**config.mk**
```make
export PLATFORM = sky130hd
export DESIGN_NAME = seven_segment_scan_roll_dimmer_unit
export DESIGN_NICKNAME = d
export VERILOG_FILES = /design/src/design/ssrd_pkg.sv /design/src/design/ssrd_roll_mem.sv /design/src/design/ssrd_core.sv /design/src/design/seven_segment_scan_roll_dimmer_unit.sv
export VERILOG_INCLUDE_DIRS = /design/src /design/src/design
export SDC_FILE = /design/constraint.sdc
export NUM_CORES = 1
export LEC_CHECK = 0
export ABC_AREA = 1
export BUFFER_PORTS_ARGS = -buffer_cell sky130_fd_sc_hd__buf_2
export CAP_MARGIN = 20
export CORE_MARGIN = 5
export CORE_UTILIZATION = 55
export DETAILED_ROUTE_END_ITERATION = 6
export GPL_ROUTABILITY_DRIVEN = 1
export PLACE_DENSITY = 0.74
export SYNTH_ARGS = -nofsm -noshare
export SYNTH_HDL_FRONTEND = slang
export SYNTH_SLANG_ARGS = --single-unit
```
**constraint.sdc**
```tcl
create_clock -name clk -period 5.7 [get_ports clk]
set_input_delay 0.285 -clock clk [delete_from_list [all_inputs] [get_ports clk]]
set_output_delay 0.285 -clock clk [all_outputs]
set_load 0.005 [all_outputs]
```
**src/design/assert_macros.svh**
```systemverilog
// assertion macros shared by the display driver modules
// no dependencies; the assertions drop out when SYNTHESIS is defined
`ifndef ASSERT_MACROS_SVH
`define ASSERT_MACROS_SVH
`ifndef SYNTHESIS
// property holds at every clock edge outside reset
`define SSRD_ASSERT(lbl, clk, rstn, prop) \
	lbl: assert property (@(posedge clk) disable iff (!(rstn)) (prop)) \
		else $error("assertion failed: %m");
// condition never seen at a clock edge outside reset
`define SSRD_NEVER(lbl, clk, rstn, cond) \
	lbl: assert property (@(posedge clk) disable iff (!(rstn)) !(cond)) \
		else $error("forbidden condition: %m");
`else
`define SSRD_ASSERT(lbl, clk, rstn, prop)
`define SSRD_NEVER(lbl, clk, rstn, cond)
`endif
`endif

```
**src/design/ssrd_pkg.sv**
```systemverilog
// types, constants and the character table of the seven-segment display driver
// no dependencies
package ssrd_pkg;

	localparam int CNT_W = 7;

	localparam logic [1:0] OP_SCAN  = 2'd0;
	localparam logic [1:0] OP_ROLL  = 2'd1;
	localparam logic [1:0] OP_WRITE = 2'd2;
	localparam logic [1:0] OP_LOAD  = 2'd3;

	localparam logic [3:0] DIM_TOP = 4'd10;
	localparam logic [3:0] BRIGHT_RESET = 4'd10;
	localparam logic [2:0] NO_POINT = 3'd5;
	localparam logic [CNT_W-1:0] LOAD_MAX = 7'd127;
	localparam logic [7:0] CH_PERIOD = 8'h2E;
	localparam logic [7:0] CH_EIGHT = 8'h38;
	localparam logic [7:0] CH_ZERO = 8'h30;
	localparam logic [7:0] CH_C = 8'h43;
	localparam logic [7:0] CH_A = 8'h41;
	localparam logic [7:0] CH_DASH = 8'h2D;
	localparam logic [7:0] SEG_POINT = 8'h80;

	typedef struct packed {
		logic [1:0] op;
		logic [7:0] char0;
		logic [7:0] char1;
		logic [7:0] char2;
		logic [7:0] char3;
		logic [2:0] point_position;
		logic       last_char;
	} item_t;

	typedef struct packed {
		logic       valid;
		logic [1:0] digit_select;
		logic [7:0] segments;
	} res_t;

	typedef struct packed {
		logic             we;
		logic [CNT_W-1:0] waddr;
		logic [7:0]       wdata;
		logic [CNT_W-1:0] raddr;
	} mem_req_t;

	// bit 8 set when the character is known, bits 6:0 segments a..g
	function automatic logic [8:0] glyph(input logic [7:0] c);
		logic [8:0] g;
		case (c)
			8'h30: g = 9'h13F;
			8'h31: g = 9'h106;
			8'h32: g = 9'h15B;
			8'h33: g = 9'h14F;
			8'h34: g = 9'h166;
			8'h35: g = 9'h16D;
			8'h36: g = 9'h17D;
			8'h37: g = 9'h107;
			8'h38: g = 9'h17F;
			8'h39: g = 9'h16F;
			8'h41: g = 9'h177;
			8'h43: g = 9'h139;
			8'h20: g = 9'h100;
			8'h72: g = 9'h150;
			8'h64: g = 9'h15E;
			8'h50: g = 9'h173;
			8'h6E: g = 9'h154;
			8'h6F: g = 9'h15C;
			8'h69: g = 9'h110;
			8'h49: g = 9'h130;
			CH_DASH: g = 9'h140;
			default: g = 9'h000;
		endcase
		return g;
	endfunction

endpackage

```
**src/design/ssrd_roll_mem.sv**
```systemverilog
// roll character store with a prefetching registered read port
// depends on ssrd_pkg
module ssrd_roll_mem #(
	parameter int ROLL_DEPTH = 64
) (
	input  logic               clk,
	input  ssrd_pkg::mem_req_t req,
	output logic [7:0]         rd_data
);
	localparam int AW = $clog2(ROLL_DEPTH);

	logic [7:0] mem [ROLL_DEPTH];
	logic [7:0] rd_q;

	always_ff @(posedge clk) begin
		if (req.we) begin
			mem[req.waddr[AW-1:0]] <= req.wdata;
		end
	end

	// read every cycle so the word at the next roll position is always ready
	always_ff @(posedge clk) begin
		if (req.we && req.waddr == req.raddr) begin
			rd_q <= req.wdata;
		end else if (req.raddr < ssrd_pkg::CNT_W'(ROLL_DEPTH)) begin
			rd_q <= mem[req.raddr[AW-1:0]];
		end
	end

	assign rd_data = rd_q;
endmodule

```
**src/design/ssrd_core.sv**
```systemverilog
// display state, scan, roll and load logic for one word per cycle while fire is set
// depends on ssrd_pkg and assert_macros.svh
`include "assert_macros.svh"
module ssrd_core #(
	parameter int ROLL_DEPTH = 64
) (
	input  logic               clk,
	input  logic               arst_n,
	input  logic               fire,
	input  ssrd_pkg::item_t    item,
	input  logic [3:0]         brightness_level,
	input  logic [7:0]         rd_data,
	output ssrd_pkg::res_t     res,
	output ssrd_pkg::mem_req_t req
);
	localparam int CW = ssrd_pkg::CNT_W;

	logic [3:0][7:0] msg_q, msg_d;
	logic [3:0][7:0] rst_buf_q, rst_buf_d;
	logic [CW-1:0]   len_q, len_d, pos_q, pos_d, lc_q, lc_d, len_eff;
	logic            rolling_q, rolling_d;
	logic [2:0]      point_q, point_d;
	logic [2:0]      lit_line_q, lit_line_d, blank_line_q, blank_line_d, line;
	logic [3:0]      dim_q, dim_d, dim_step;
	logic [7:0]      last_pat_q, last_pat_d, pat, ch;
	logic [8:0]      gl;
	logic            lit;

	always_comb begin
		lit = dim_q < brightness_level;
		line = lit ? lit_line_q : blank_line_q;
		dim_step = (dim_q == 4'd0) ? ssrd_pkg::DIM_TOP : dim_q - 4'd1;
		ch = msg_q[line[1:0]];
		gl = ssrd_pkg::glyph(ch);
		if (!lit) begin
			pat = 8'h00;
		end else if (ch == ssrd_pkg::CH_PERIOD) begin
			pat = ssrd_pkg::SEG_POINT;
		end else if (gl[8]) begin
			pat = {line == point_q, gl[6:0]};
		end else begin
			pat = last_pat_q;
		end
		res.valid = item.op == ssrd_pkg::OP_SCAN && !line[2];
		res.digit_select = line[1:0];
		res.segments = pat;
	end

	always_comb begin
		msg_d = msg_q;
		rst_buf_d = rst_buf_q;
		len_d = len_q;
		pos_d = pos_q;
		lc_d = lc_q;
		rolling_d = rolling_q;
		point_d = point_q;
		lit_line_d = lit_line_q;
		blank_line_d = blank_line_q;
		dim_d = dim_q;
		last_pat_d = last_pat_q;
		len_eff = (lc_q == '0) ? '0 : len_q;
		req.we = 1'b0;
		req.waddr = len_eff;
		req.wdata = item.char0;
		if (fire) begin
			case (item.op)
				ssrd_pkg::OP_SCAN: begin
					if (!line[2]) begin
						last_pat_d = pat;
						if (lit) lit_line_d = lit_line_q + 3'd1;
						else blank_line_d = blank_line_q + 3'd1;
					end else begin
						dim_d = dim_step;
						if (lit) lit_line_d = 3'd0;
						else blank_line_d = 3'd0;
					end
				end
				ssrd_pkg::OP_ROLL: begin
					if (rolling_q) begin
						if (pos_q < len_q) begin
							msg_d = {rd_data, msg_q[3:1]};
							pos_d = pos_q + CW'(1);
						end else begin
							msg_d = rst_buf_q;
							pos_d = '0;
						end
					end
				end
				ssrd_pkg::OP_WRITE: begin
					msg_d = {item.char3, item.char2, item.char1, item.char0};
					point_d = item.point_position;
					rolling_d = 1'b0;
					lc_d = '0;
				end
				default: begin
					len_d = len_eff;
					if (lc_q == '0) rolling_d = 1'b0;
					if (lc_q < CW'(4)) begin
						msg_d[lc_q[1:0]] = item.char0;
						rst_buf_d[lc_q[1:0]] = item.char0;
					end else if (len_eff < CW'(ROLL_DEPTH)) begin
						req.we = 1'b1;
						len_d = len_eff + CW'(1);
					end
					if (lc_q < ssrd_pkg::LOAD_MAX) lc_d = lc_q + CW'(1);
					if (item.last_char) begin
						rolling_d = 1'b1;
						pos_d = '0;
						lc_d = '0;
					end
				end
			endcase
		end
		req.raddr = pos_d;
	end

	always_ff @(posedge clk or negedge arst_n) begin
		if (!arst_n) begin
			msg_q <= {ssrd_pkg::CH_A, ssrd_pkg::CH_C, ssrd_pkg::CH_ZERO, ssrd_pkg::CH_EIGHT};
			rst_buf_q <= '0;
			len_q <= '0;
			pos_q <= '0;
			lc_q <= '0;
			rolling_q <= 1'b0;
			point_q <= ssrd_pkg::NO_POINT;
			lit_line_q <= 3'd0;
			blank_line_q <= 3'd0;
			dim_q <= ssrd_pkg::DIM_TOP;
			last_pat_q <= 8'h00;
		end else begin
			msg_q <= msg_d;
			rst_buf_q <= rst_buf_d;
			len_q <= len_d;
			pos_q <= pos_d;
			lc_q <= lc_d;
			rolling_q <= rolling_d;
			point_q <= point_d;
			lit_line_q <= lit_line_d;
			blank_line_q <= blank_line_d;
			dim_q <= dim_d;
			last_pat_q <= last_pat_d;
		end
	end

	`SSRD_NEVER(a_dim_range, clk, arst_n, dim_q > ssrd_pkg::DIM_TOP)
	`SSRD_NEVER(a_len_range, clk, arst_n, len_q > CW'(ROLL_DEPTH))
	`SSRD_ASSERT(a_pos_in_msg, clk, arst_n, rolling_q |-> pos_q <= len_q)
	`SSRD_ASSERT(a_store_write, clk, arst_n, req.we |-> (fire && lc_q >= CW'(4)))
endmodule

```
**src/design/seven_segment_scan_roll_dimmer_unit.sv**
```systemverilog
// Four-digit multiplexed seven-segment display driver with roll and dimming.
// Input words arrive on the s_axis channel: tuser carries the operation (scan tick,
// roll tick, static message write, roll character load), tlast marks the final
// roll character, and tdata carries the four characters and the point position.
// Each scan tick that drives a digit produces one word on m_axis with the digit
// select and the segment pattern; wrap ticks, roll ticks, writes and loads
// produce none. The brightness level is written over the cfg channel while idle;
// the user must keep to this, the block does not enforce it. A word waits in the
// input register, where all state is updated and the result computed, and the result
// is held in the output register. One word per cycle is sustained unless m_axis stalls.
// The roll store is read one word ahead of the roll position so a roll tick
// never waits on the memory port.
// When the receiver stalls, a waiting result holds and words that give no result
// still pass; a scan word that would give one waits in the input register.
// Reset clears all control state and restores the message 8 0 C A; no
// clearing pass is needed, the roll store is only read where it was written.
// depends on ssrd_pkg, ssrd_core, ssrd_roll_mem and assert_macros.svh
`include "assert_macros.svh"
module seven_segment_scan_roll_dimmer_unit #(
	parameter int ROLL_DEPTH = 64
) (
	input  logic        clk,
	input  logic        arst_n,
	input  logic        cfg_valid,
	output logic        cfg_ready,
	input  logic [3:0]  cfg_data,       // brightness_level
	input  logic        s_axis_tvalid,
	output logic        s_axis_tready,
	input  logic [39:0] s_axis_tdata,   // char0, char1, char2, char3, point_position, zero pad
	input  logic [1:0]  s_axis_tuser,   // op
	input  logic        s_axis_tlast,   // last_char
	output logic        m_axis_tvalid,
	input  logic        m_axis_tready,
	output logic [15:0] m_axis_tdata    // digit_select, segments, zero pad
);
	logic               s1_valid_q;
	ssrd_pkg::item_t    item_s1;
	logic [3:0]         bright_q;
	logic               fire;
	ssrd_pkg::res_t     res;
	ssrd_pkg::mem_req_t req;
	logic [7:0]         rd_data;
	logic [1:0]         digit_q;
	logic [7:0]         seg_q;

	assign cfg_ready = 1'b1;
	assign fire = s1_valid_q && (!res.valid || !m_axis_tvalid || m_axis_tready);
	assign s_axis_tready = !s1_valid_q || fire;

	always_ff @(posedge clk or negedge arst_n) begin
		if (!arst_n) begin
			bright_q <= ssrd_pkg::BRIGHT_RESET;
		end else if (cfg_valid) begin
			bright_q <= cfg_data;
		end
	end

	always_ff @(posedge clk or negedge arst_n) begin
		if (!arst_n) begin
			s1_valid_q <= 1'b0;
		end else if (s_axis_tready) begin
			s1_valid_q <= s_axis_tvalid;
		end
	end

	always_ff @(posedge clk) begin
		if (s_axis_tready && s_axis_tvalid) begin
			item_s1 <= {s_axis_tuser, s_axis_tdata[7:0], s_axis_tdata[15:8],
				s_axis_tdata[23:16], s_axis_tdata[31:24], s_axis_tdata[34:32],
				s_axis_tlast};
		end
	end

	ssrd_core #(.ROLL_DEPTH(ROLL_DEPTH)) u_core (
		.clk(clk),
		.arst_n(arst_n),
		.fire(fire),
		.item(item_s1),
		.brightness_level(bright_q),
		.rd_data(rd_data),
		.res(res),
		.req(req)
	);

	ssrd_roll_mem #(.ROLL_DEPTH(ROLL_DEPTH)) u_mem (
		.clk(clk),
		.req(req),
		.rd_data(rd_data)
	);

	always_ff @(posedge clk or negedge arst_n) begin
		if (!arst_n) begin
			m_axis_tvalid <= 1'b0;
		end else if (fire && res.valid) begin
			m_axis_tvalid <= 1'b1;
		end else if (m_axis_tready) begin
			m_axis_tvalid <= 1'b0;
		end
	end

	always_ff @(posedge clk) begin
		if (fire && res.valid) begin
			digit_q <= res.digit_select;
			seg_q <= res.segments;
		end
	end

	assign m_axis_tdata = {6'd0, seg_q, digit_q};

	`SSRD_ASSERT(a_empty_ready, clk, arst_n, !s1_valid_q |-> s_axis_tready)
	`SSRD_ASSERT(a_result_loaded, clk, arst_n, (fire && res.valid) |=> m_axis_tvalid)
	`SSRD_ASSERT(a_no_overwrite, clk, arst_n,
		(m_axis_tvalid && !m_axis_tready) |-> !(fire && res.valid))
endmodule
```
==> flow_summary.yaml <==
placed_design:
  detailed_place.area_mm2: 0.0330
  detailed_place_hpwl_um: 47900
  gp_congestion: 0.880
  portBuffers: 58
final_layout:
  fin_nets: 3341
  drive_above_1_share_pct: 9.22
  most_frequent_cells_in_the_layout: "646 x sky130_fd_sc_hd__nand2_1, 568 x sky130_fd_sc_hd__edfxtp_1, 520 x sky130_fd_sc_hd__nand3_1"
  area.growth.synth_to_final_pct: 11.3
  final_cell_area_mm2: 0.0358
  final_common_cell: "sky130_fd_sc_hd__nand2_1"
  num-fill-cells: 4588
critical_path:
  startpoint_type: "register"
  worstReg2RegEnd: "u_mem.mem[14][5]"
  reg2regPathDepth: 13
  timing.rr.start: "bright_q[3]"
  end_kind: "register"
  worstPathMaxFanout: 14
  required_ps: 5930
  reg2reg_setup_slack_ps: 1090
  criticalPathCategory: "register to register"
  worst_ep_arrival_ps: 4840
yosys:
  yosys_most_used_dff: "sky130_fd_sc_hd__edfxtp_1"
  synth_edf_count: 568
  netlist_top_cells_area: "sky130_fd_sc_hd__edfxtp_1 53%, sky130_fd_sc_hd__nand3_1 8.1%, sky130_fd_sc_hd__dfrtp_1 7.6%, sky130_fd_sc_hd__nand2_1 7.5%, sky130_fd_sc_hd__inv_1 4.5%"
  synth_cell_types: 51
  synth_warnings: 0
  synth_sequential_area_ratio_pct: 62.0
  synthesis.area_mm2: 0.0321
  synth-async-reset-ratio_pct: 16.6
  share_of_the_synthesized_area_in_the_top_cell_type_pct: 53.1
  post-synth-top-area-cell: "sky130_fd_sc_hd__edfxtp_1"
  synth.avg_cell_area_um2: 10.0
  ys_seq_elements: 681
  synthesis.instances: 3208
clock_network:
  htreeDepth: 3
  cts_root_buffer: "sky130_fd_sc_hd__clkbuf_16"
  clkSinkCount: 681
  cts.reportedPaths.clkPinSlew_ps: 60
  clkLatencyLatePin_ps: 630
  ctsHoldBuffers: 52
  cts_buffers: 72
  post_cts_buffers: 0
  maximum_count_of_clock_buffers_along_a_single_path: 3
  tritoncts: "built"
  cts.repair.resized: 0
global_route:
  globalRoute.totalOverflow: 0
  grt_usage_pct: 25.3
  grt_antenna_before_repair: 1
  grt_pass1_vias: 22900
  grt_max_degree: 175
  grt_pass1_wl_um: 127000
sta:
  skew_ps: 26.2
  rsz0062_at_grt: "no"
  fmax_mhz: 217
  setup_viol: 0
  final.min_clock_period_ps: 4610
  final.hold.worst_slack_ps: 224
  least_margin_pin_slew_ps: 1130
  fin_max_slew_vios: 0
  period_share_pct: 80.9
  finalHoldViolCount: 0
  tns_ps: 0
  max-slew-margin-rel_pct: 24.6
hold_path:
  hp-class: "input pin to async pin"
pwr:
  power-per-cell-area_mw_per_mm2: 407
  p_leak_nw: 14.4
  worst_voltage_drop_across_the_vdd_grid_v: 0.000303
floorplanning:
  die_height_um: 252
  die_width_um: 252
  initial_core_utilization_pct: 55.6
  row_cnt: 88
  fp.dieArea_mm2: 0.0633
  core_area_mm2: 0.0578
  pin_count: 71
flow_run:
  timing.max_cap.violations: 0
drt:
  first_pass_iters: 6
  postRouteWirelength_um: 81000
  route.vias.total: 23500
  dr.first_iter.drc_count: 2581
  ant_nets: 0
  drc: 0
  post_drt_via_cell_ratio: 5.75
  avgRoutedWirePerCell_um: 19.8
outcome:
  status: "finished, final reports clean"
Yosys cell counts (29+ instances only):
library cell,n
sky130_fd_sc_hd__edfxtp_1,568
sky130_fd_sc_hd__inv_1,383
sky130_fd_sc_hd__nand3b_1,171
sky130_fd_sc_hd__nor2_1,150
sky130_fd_sc_hd__nand2_1,646
sky130_fd_sc_hd__nand3_1,520
sky130_fd_sc_hd__dfrtp_1,97
sky130_fd_sc_hd__o21ai_0,102
sky130_fd_sc_hd__buf_2,88
sky130_fd_sc_hd__a21oi_1,148
sky130_fd_sc_hd__clkbuf_1,55
sky130_fd_sc_hd__nand2_2,29
final cells by class:
class / instances / area (um^2) / area share, %
sequential: 681 / 19900 / 55.6
multi-input combinational: 1958 / 9930 / 27.8
clock buffer: 86 / 1910 / 5.33
inverter: 394 / 1480 / 4.14
timing repair buffer: 158 / 1260 / 3.51
tap: 765 / 957 / 2.68
clock inverter: 42 / 332 / 0.927
antenna: 1 / 2.50 / 0.00700
critical path, stage by stage, from the launching register on:
cell and delay, ps:
sky130_fd_sc_hd__dfstp_2 510, sky130_fd_sc_hd__inv_1 40, sky130_fd_sc_hd__ha_1 310, sky130_fd_sc_hd__a21oi_2 310, sky130_fd_sc_hd__nand3_1 210, sky130_fd_sc_hd__nand3_2 140, sky130_fd_sc_hd__nand2_4 140, sky130_fd_sc_hd__inv_4 170
sky130_fd_sc_hd__nand2_1 70, sky130_fd_sc_hd__buf_4 180, sky130_fd_sc_hd__nor2_1 650, sky130_fd_sc_hd__nand3_1 470, sky130_fd_sc_hd__buf_4 350, sky130_fd_sc_hd__nor2_1 660
layer usage:
layer	GRT usage, %	vias up	share of wire (%)
li1	-	11000	-
met1	34.8	11300	40
met2	40.6	1045	47
met3	4.22	206	8.1
met4	10.4	0	4.2
met5	0	-	0
worst max-delay path by stage:
| stage | from | to | slack (ps) | cells after the start |
|---|---|---|---|---|
| floorplan | bright_q[3] | u_mem.mem[11][0] | 2620 | 12 |
| global placement | bright_q[3] | u_mem.rd_data[3] | 1280 | 18 |
| detailed placement | bright_q[3] | u_mem.rd_data[3] | 1240 | 18 |
| CTS | bright_q[3] | u_mem.rd_data[3] | 1180 | 18 |
| global route | bright_q[3] | u_mem.rd_data[7] | 840 | 18 |
| finish | bright_q[3] | u_mem.mem[14][5] | 1090 | 13 |
kinds of logic (layout without fill, tap and decap cells):
logic type | after synthesis | count (layout) | synth area share [%]
AND/OR/NAND/NOR | 1604 | 1604 | 24.0
flip-flops | 681 | 681 | 62.0
buffers and inverters | 574 | 680 | 7.35
AO/OA/AOI/OAI | 306 | 306 | 5.23
adder cells (fa/ha/maj) | 24 | 24 | 0.935
XOR/XNOR | 13 | 13 | 0.354
multiplexers | 4 | 4 | 0.140
other | 2 | 8 | 0.0234
power by group:
group          switching [mW]  internal (mW)  leakage, nW
clock                    1.94           2.54         1.09
combinational            2.84           1.18         6.79
sequential              0.224           5.82         6.50
total                    5.01           9.53         14.4
per-stage QoR:
stage               cells  util [%]  setup slack, ps  power [mW]
detailed placement   3902      57.0             1240        10.1
global placement     3902      57.0             1280        9.96
CTS                  4082      61.8             1180        14.5
finish               4085      61.9             1090        14.5
floorplan            3213         -             2620        9.05
global route         4085      61.9              840        15.3
flip-flops by register name, indices dropped and copies added, names as in the netlist, 4 cells and up:
signal             cells
u_core.msg_q          32
u_core.rst_buf_q      32
u_core.last_pat_q      8
item_s1               38
seg_q                  8
u_core.len_q           7
u_core.lc_q            7
u_mem.mem            512
u_core.pos_q           7
bright_q               4
u_core.dim_q           4
u_mem.rd_data          8
Power figures use the tool's default switching activity.
